<file path="config.mk">
export PLATFORM = sky130hd
export DESIGN_NAME = float64_round_half_up_core
export DESIGN_NICKNAME = d
export VERILOG_FILES = /design/src/hw/rtl/f64rhu_pkg.sv /design/src/hw/rtl/f64rhu_pack.sv /design/src/hw/rtl/float64_round_half_up_core.sv
export SDC_FILE = /design/constraint.sdc
export NUM_CORES = 1
export LEC_CHECK = 0
export ABC_CLOCK_PERIOD_IN_PS = 23800
export BUFFER_PORTS_ARGS = -buffer_cell sky130_fd_sc_hd__buf_2
export CAP_MARGIN = 5
export CORE_MARGIN = 5
export CORE_UTILIZATION = 45
export CTS_CLUSTER_SIZE = 25
export DETAILED_ROUTE_END_ITERATION = 10
export GPL_TIMING_DRIVEN = 0
export PLACE_DENSITY_LB_ADDON = 0.1
export SLEW_MARGIN = 20
export SYNTH_ARGS = -nofsm -noshare
export SYNTH_HDL_FRONTEND = slang
export SYNTH_SLANG_ARGS = --single-unit
</file>
<file path="constraint.sdc">
create_clock -name i_clk -period 23.8 [get_ports i_clk]
set_input_delay 3.57 -clock i_clk [delete_from_list [all_inputs] [get_ports i_clk]]
set_output_delay 3.57 -clock i_clk [all_outputs]
set_load 0.05 [all_outputs]
</file>
<file path="src/hw/rtl/f64rhu_pkg.sv">
// Package: constants and types for the float64 round-half-up core.
package f64rhu_pkg;

    localparam int unsigned DataW   = 64;
    localparam int unsigned FracW   = 52;
    localparam int unsigned ExpW    = 11;

    localparam logic [ExpW-1:0] ExpMax  = 11'h7FF;
    localparam logic [ExpW-1:0] ExpBias = 11'd1023;
    localparam logic [ExpW-1:0] ExpHalf = 11'd1022;
    localparam logic [ExpW-1:0] ExpInt  = 11'd1075;

    typedef logic [DataW-1:0] t_word;

    typedef struct packed {
        logic        pass;
        logic        sign;
        logic [FracW:0] n;
        t_word       word;
    } t_mid;

endpackage

</file>
<file path="src/hw/rtl/f64rhu_pack.sv">
// Normalise-and-pack stage: count leading zeros of the integer, build binary64.
module f64rhu_pack
    import f64rhu_pkg::*;
(
    input  logic            i_clk,
    input  logic            i_rst_n,
    input  logic            i_en,
    input  logic            i_valid,
    input  t_mid            i_mid,
    output logic            o_valid,
    output t_word           o_word
);
    logic [5:0]     n_lz;
    logic           r_valid;
    logic [5:0]     r_lz;
    t_mid           r_mid;
    logic [FracW:0] w_sh;
    logic [ExpW-1:0] w_exp;

    always_comb begin
        n_lz = 6'd0;
        for (int i = 0; i <= FracW; i++) begin
            if (i_mid.n[i]) begin
                n_lz = 6'(FracW - i);
            end
        end
    end

    always_ff @(posedge i_clk) begin
        if (!i_rst_n) begin
            r_valid <= 1'b0;
        end else if (i_en) begin
            r_valid <= i_valid;
        end
        if (i_en) begin
            r_lz  <= n_lz;
            r_mid <= i_mid;
        end
    end

    assign w_sh  = r_mid.n << r_lz;
    assign w_exp = ExpBias + ExpW'(FracW) - ExpW'(r_lz);

    assign o_valid = r_valid;
    assign o_word  = r_mid.pass ? r_mid.word : {r_mid.sign, w_exp, w_sh[FracW-1:0]};
endmodule

</file>
<file path="src/hw/rtl/float64_round_half_up_core.sv">
// Top level: pipelined binary64 round-to-integer, ties toward +infinity.
// Accepts one item per cycle while the output is not stalled; the pipeline stages are decode and
// offset add, integer shift, leading-zero count, then pack into the output register.
// A full stall freezes every stage together; no item is lost or repeated.
module float64_round_half_up_core
    import f64rhu_pkg::*;
(
    input  logic        i_clk,
    input  logic        i_rst_n,
    input  logic        s_axis_tvalid,
    output logic        s_axis_tready,
    input  logic [63:0] s_axis_tdata,   // operand_bits[63:0]
    output logic        m_axis_tvalid,
    input  logic        m_axis_tready,
    output logic [63:0] m_axis_tdata    // rounded_bits[63:0]
);
    logic en;
    logic r_v1, r_v2;
    logic r_pass1, r_sign1;
    logic [FracW+1:0] r_sum1;
    logic [5:0] r_f1;
    t_word r_word1;
    t_mid r_mid2;
    logic p_valid;
    t_word p_word;
    logic r_ov;
    t_word r_od;

    logic            w_sign;
    logic [ExpW-1:0] w_e;
    logic [FracW-1:0] w_frac;
    logic [FracW:0]  w_m;
    logic [5:0]      w_f;
    logic [FracW+1:0] w_add;
    logic            w_pass;
    t_word           w_word;

    assign en = !r_ov || m_axis_tready;
    assign s_axis_tready = en;

    always_comb begin
        w_sign = s_axis_tdata[63];
        w_e    = s_axis_tdata[62:52];
        w_frac = s_axis_tdata[51:0];
        w_m    = {1'b1, w_frac};
        w_f    = 6'(ExpInt - w_e);
        w_pass = 1'b0;
        w_word = s_axis_tdata;
        w_add  = '0;
        if (w_e == ExpMax || w_e >= ExpInt || (w_e == '0 && w_frac == '0)) begin
            w_pass = 1'b1;
        end else if (w_e < ExpHalf || (w_sign && w_e == ExpHalf && w_frac == '0)) begin
            w_pass = 1'b1;
            w_word = {w_sign, 63'd0};
        end else if (!w_sign) begin
            w_add = {1'b0, w_m} + ((FracW+2)'(1) << (w_f - 6'd1));
        end else begin
            w_add = {1'b0, w_m} + ((FracW+2)'(1) << (w_f - 6'd1)) - (FracW+2)'(1);
        end
    end

    always_ff @(posedge i_clk) begin
        if (!i_rst_n) begin
            r_v1 <= 1'b0;
            r_v2 <= 1'b0;
            r_ov <= 1'b0;
        end else if (en) begin
            r_v1 <= s_axis_tvalid;
            r_v2 <= r_v1;
            r_ov <= p_valid;
        end
        if (en) begin
            r_pass1 <= w_pass;
            r_sign1 <= w_sign;
            r_sum1  <= w_add;
            r_f1    <= w_f;
            r_word1 <= w_word;
            r_mid2.pass <= r_pass1;
            r_mid2.sign <= r_sign1;
            r_mid2.n    <= (FracW+1)'(r_sum1 >> r_f1);
            r_mid2.word <= r_word1;
            r_od <= p_word;
        end
    end

    f64rhu_pack u_pack (
        .i_clk   (i_clk),
        .i_rst_n (i_rst_n),
        .i_en    (en),
        .i_valid (r_v2),
        .i_mid   (r_mid2),
        .o_valid (p_valid),
        .o_word  (p_word)
    );

    assign m_axis_tvalid = r_ov;
    assign m_axis_tdata  = r_od;
endmodule

</file>
* Word-level counts from Yosys, hierarchy flattened
Cells that the tools add are included.
** Cells by class
- Add/sub/neg operators :: 5
- Order comparisons :: 2
- Equality and inequality tests :: 2
- Shift-type cells :: 3
- Mux-type cells :: 57
- Reductions and logical operators :: 16
** Operators by type and width (number)
- $mux 6 :: 21
- $mux 63 :: 2
- $mux 5 :: 16
- $mux 64 :: 1
- $add 53x54->54 :: 1
- $mux 54 :: 1
- $shl 1x6->54 const A :: 1
- $shr 54x6->53 :: 1
- $sub 54x1->54 const B :: 1
- $shl 53x6->52 :: 1
- $logic_not 52->1 :: 1
- $mux 4 :: 8
- $reduce_or 32->1 :: 1
- $reduce_or 16->1 :: 1
- $mux 3 :: 4
- $eq 11x10->1 const B :: 1
- $eq 11x11->1 const B :: 1
- $ge 11x11->1 const B :: 1
- $logic_not 11->1 :: 1
- $lt 11x10->1 const B :: 1
- $sub 11x6->11 const A :: 1
- $reduce_or 8->1 :: 1
- $sub 6x1->6 const B :: 1
- $sub 6x6->6 const A :: 1
- other kinds (7) :: 15
** Word-level totals
- Register bits after elaboration :: 438
- Input port bits :: 68
- Logic and storage cells :: 109

* Longest topological paths before layout
- Depth after elaboration :: 52
- Mapped depth :: 25

* By module
A second synthesis with hierarchy kept.
** Second synthesis, totals
- Cell total of the unflattened synthesis :: 2630
- Area total of the unflattened synthesis :: 27367.5 um2
** By module, submodules not included
- float64_round_half_up_core :: instances 1, cells an instance 1887, area each 19224.7 um2
- f64rhu_pack :: instances 1, cells an instance 743, area each 8142.8 um2

* Least setup slack after synthesis
No wires, ideal clock.
- Path type :: in2out
- Start point :: in m_axis_tready
- End point :: out s_axis_tready
- Arrival time :: 15.799 ns
- Data required time :: 20.230 ns
- Setup slack :: 4.431 ns
- Stages :: 2
- Path buffers :: 1
- Cells stage by stage :: nand2b_1 -> clkbuf_1
** Between the ends
- Cells in the longest elaborated chain, start to end :: 1
** Ends and longest elaborated chain
- from (decl) :: line float64_round_half_up_core.sv:14 : input logic m_axis_tready,
- $logic_or 1x1->1 :: line float64_round_half_up_core.sv:38 : assign en = !r_ov || m_axis_tready;
- to (decl) :: line float64_round_half_up_core.sv:11 : output logic s_axis_tready,
No other way between the ends.

* Worst setup path in the final report
- Start point :: in s_axis_tdata[54]
- End point :: reg r_sum1[44], data pin
** Between the ends
- Cells in the longest elaborated chain, start to end :: 6
** Ends and longest elaborated chain
- from (decl) :: line float64_round_half_up_core.sv:12 : input logic [63:0] s_axis_tdata,
- $sub 6x6->6 * :: line float64_round_half_up_core.sv:46 : w_f = 6'(ExpInt - w_e);
- via w_f[3] :: line float64_round_half_up_core.sv:33 : logic [5:0] w_f;
- $sub 6x1->6 * :: line float64_round_half_up_core.sv:56, float64_round_half_up_core.sv:58
- $shl 1x6->54 * :: line float64_round_half_up_core.sv:56, float64_round_half_up_core.sv:58
- $add 53x54->54 * :: line float64_round_half_up_core.sv:56, float64_round_half_up_core.sv:58
- $sub 54x1->54 :: line float64_round_half_up_core.sv:58 : w_add = {1'b0, w_m} + ((FracW+2)'(1) << (w_f - 6'd1)) - (FracW+2)'(1);
- $mux 54 * :: line float64_round_half_up_core.sv:55 : end else if (!w_sign) begin
- to (signal assigned) :: line float64_round_half_up_core.sv:75 : r_sum1 <= w_add;
- to (decl) :: line float64_round_half_up_core.sv:20 : logic [FracW+1:0] r_sum1;
The timed path passes the listed nets; every way through them passes the cells marked *.
A chain may end at the register's enable or synchronous reset.

==> run summary <==
post-CTS setup buffer count - 0
clk sink count - 434
max-cap viol count - 0
FP Rows - 88
Die Area - 0.06312 mm^2
IR drop worst, VDD - 0.06933 mV
list of most frequent post-synthesis cells - edfxtp_1, nand2_1, nor2_1, a21oi_1, o21ai_0
Reg area - 0.01299 mm^2
post-synthesis mux area share - 10.62%
area of the multi-input gates - 0.01246 mm^2
WL/cell - 25.58 um
Starting DRT DRC Count - 1,762
diodes inserted - 0
Top delay family on crit path - simple AND/OR/NAND/NOR gates
dpl hpwl - 71,670 um
Critical Path Source Type - input port
Post-Synth XOR/XNOR Area - 2.341%
unrepaired setup endpoints after global routing - false
Final Cell Area - 0.02950 mm^2
P&R area growth vs syn - 12.66%
ratio of cells with drive above 1 in the final layout - 13.17%
Final WS setup - 13.55 ns
Setup WS pre-CTS - 13.00 ns
Avg Synthesized Cell Area - 10.50 um^2
element type at the critical path end - register
Crit Path Max Fanout - 10
# fillers - 5,311
DRC Markers - 0
FF+latch count, synth - 434
yosys warns - 0
core area - 0.05770 mm^2
Overflow after GRT - 0
delay of the slowest critical-path stage - 0.61 ns
final cell count without fillers - 3,484
syn nets - 2,618
fin crit share - 43.07%
vias - 21,050
post_cts resized - 0
area share of the largest cell type after synthesis - 49.30%
drt total wl - 89,110 um
pwr/cell area - 89.52 mW/mm^2
Post-DP Area - 0.02803 mm^2
most frequent CP cell - nor2_1
CP arrival - 10.59 ns
critical path buffer and inverter count - 6
GPL Wtd Cong - 0.9981
Psw - 1.012 mW
Final setup viols - 0
compound-cell area share of the yosys netlist - 13.98%
headroom to the max-slew limit - 25.60%
count of final max-slew check failures - 0
ys flop type - edfxtp_1
Sw Share - 38.32%
Max Root-Sink Buffers - 3
count of cell types in the netlist - 94
final net count - 2,807
Die X-Extent - 251.2 um
post-synthesis adder-cell area fraction - 2.752%
Synth Area in Simple Gates - 17.86%
hold buffers post-CTS - 0
clock-pin transition on the worst setup and hold timing paths - 0.06 ns
Worst path slowest cell - or4_1
Cells after Synth - 2,493
drt pass-1 iters - 5
H-tree Lvls - 2
fmax - 97.55 MHz
largest cells by area after synthesis - edfxtp_1, mux4_2, nand2_1, nor2_1, mux2i_1
top-count cell post-synth - edfxtp_1
initial antenna violation count - 0
Port-buffer cells - 132
Total Routing Usage GR - 27.34%
initial core utilization - 45.39%
sequential area share after synthesis - 49.61%
Clock Skew - 0.05345 ns
num ports - 134
Slew @ Worst Pin - 1.104 ns
largest net degree at the start of global routing - 58
antenna-violating nets left - 0
die span in y - 251.2 um
CTS tree - built
sequential cell fraction of total power - 37.8%
first-pass GRT wire length - 130,800 um
Hold WC Path Type - reg -> reg
Fin. Hold Viols - 0
Pint - 1.629 mW
Worst Setup Path Type - in -> reg
Period minus WS final - 10.25 ns
status - finished, final reports clean
area leader, netlist - edfxtp_1
Inserted Clock Buffers - 46
Leakage - 11.78 nW
Clk pwr share - 26.5%
combinational share of power - 35.7%
vias in the first global route - 20,140
vias per cell - 6.042
Synth Cell Area - 0.02619 mm^2
worst path required time - 24.14 ns
Post-synth EDFFs - 430
largest family of logic cells by synthesized area - simple AND/OR/NAND/NOR gates
placed instance count - 3,399
CTS root buffer - clkbuf_16
clk_lat worst skew - 0.61 ns
ys async rst share - 0%
[per-stage QoR]
stage / hold WS [ns] / utilization, % / setup TNS, ns / total power, mW
after floorplan: 0.4003 / - / 0 / 1.619
after global placement: 0.4012 / 48.20 / -1.325 / 1.951
after detailed placement: 0.4045 / 48.58 / 0 / 1.941
after CTS: 0.3985 / 51.14 / 0 / 2.642
after global routing: 0.4023 / 51.14 / 0 / 2.747
final: 0.3955 / 51.14 / 0 / 2.641
[area by class of cell]
type | instances | area share (%)
flip-flops and latches | 434 | 44.04
multi-input cells | 1868 | 42.23
clock buffers | 51 | 3.965
well taps | 765 | 3.244
repair buffers | 141 | 2.952
plain buffers | 141 | 1.891
clock inverters | 34 | 1.043
inverters | 50 | 0.6361
[cells by family (layout without fill, tap and decap cells)]
family	after synthesis	after routing
AOI/OAI and AO/OA	562	562
xor gates and xnor gates	70	70
muxes	193	193
buffers and inverters	191	417
adders and majority gates	57	57
and+or+nand+nor	986	986
DFF	434	434
[state kept, by name, summed over array words and instances, names as in the netlist]
signal and flops:
r_v1 1, r_pass1 1, u_pack.r_mid 117, m_axis_tdata 64, r_word1 63, u_pack.r_lz 6, r_mid2 118, r_sum1 54
r_v2 1, r_f1 6, m_axis_tvalid 1, r_sign1 1, u_pack.o_valid 1
[path summary, 6_finish.rpt]
path / startpoint / to / slack [ns] / cells past startpoint
max: s_axis_tdata[54] / r_sum1[44] / 13.55 / 25
min: r_word1[36] / r_mid2[36] / 0.40 / 0
max reg2reg: u_pack.r_lz[0] / m_axis_tdata[47] / 19.39 / 11
min reg2reg: r_word1[36] / r_mid2[36] / 0.40 / 0
[worst reg2reg max path, delay by kind of cell, from the launching register on]
kind | cells | cell delay [ns]
AO/OA/AOI/OAI | 3 | 0.92
buffers and inverters | 4 | 2.07
flip-flops | 1 | 0.36
multiplexers | 3 | 0.63
AND/OR/NAND/NOR | 1 | 0.08
[power by group through the flow]
stage,sequential (mW),combinational (mW),clock (mW)
after CTS,0.999,0.929,0.714
after floorplan,1.09,0.525,0
after detailed placement,1.02,0.926,0
after global placement,1.02,0.932,0
final,0.999,0.943,0.699
after global routing,1.01,0.992,0.747
[metal layers]
layer,GRT usage (%),routed length [um]
met1,37.05,37900
met2,45.02,41800
met3,3.517,5344
met4,10.95,4060
met5,0,0
[placed cells by master, fill, tap and decap left out, types with 19 or more instances in the layout]
cell	synthesis	routed
a21o_1	28	28
a21oi_1	147	147
a31oi_1	28	28
a211oi_1	31	30
clkbuf_16	0	46
buf_2	6	138
buf_1	25	25
nor4_1	36	36
nand4_1	22	22
mux4_2	65	65
inv_1	47	47
mux2i_1	99	99
nor2b_1	80	80
nor3_1	58	58
xor2_1	22	22
edfxtp_1	430	430
a22o_1	24	24
o21ai_0	133	132
nand3_1	34	34
nor2_1	282	282
o22ai_1	31	31
ha_1	56	56
nand2_1	335	335
xnor2_1	48	48
and2_1	30	30
and3_1	19	19
mux2_2	28	28
clkbuf_1	106	110
(Power assumes the default switching activity.)
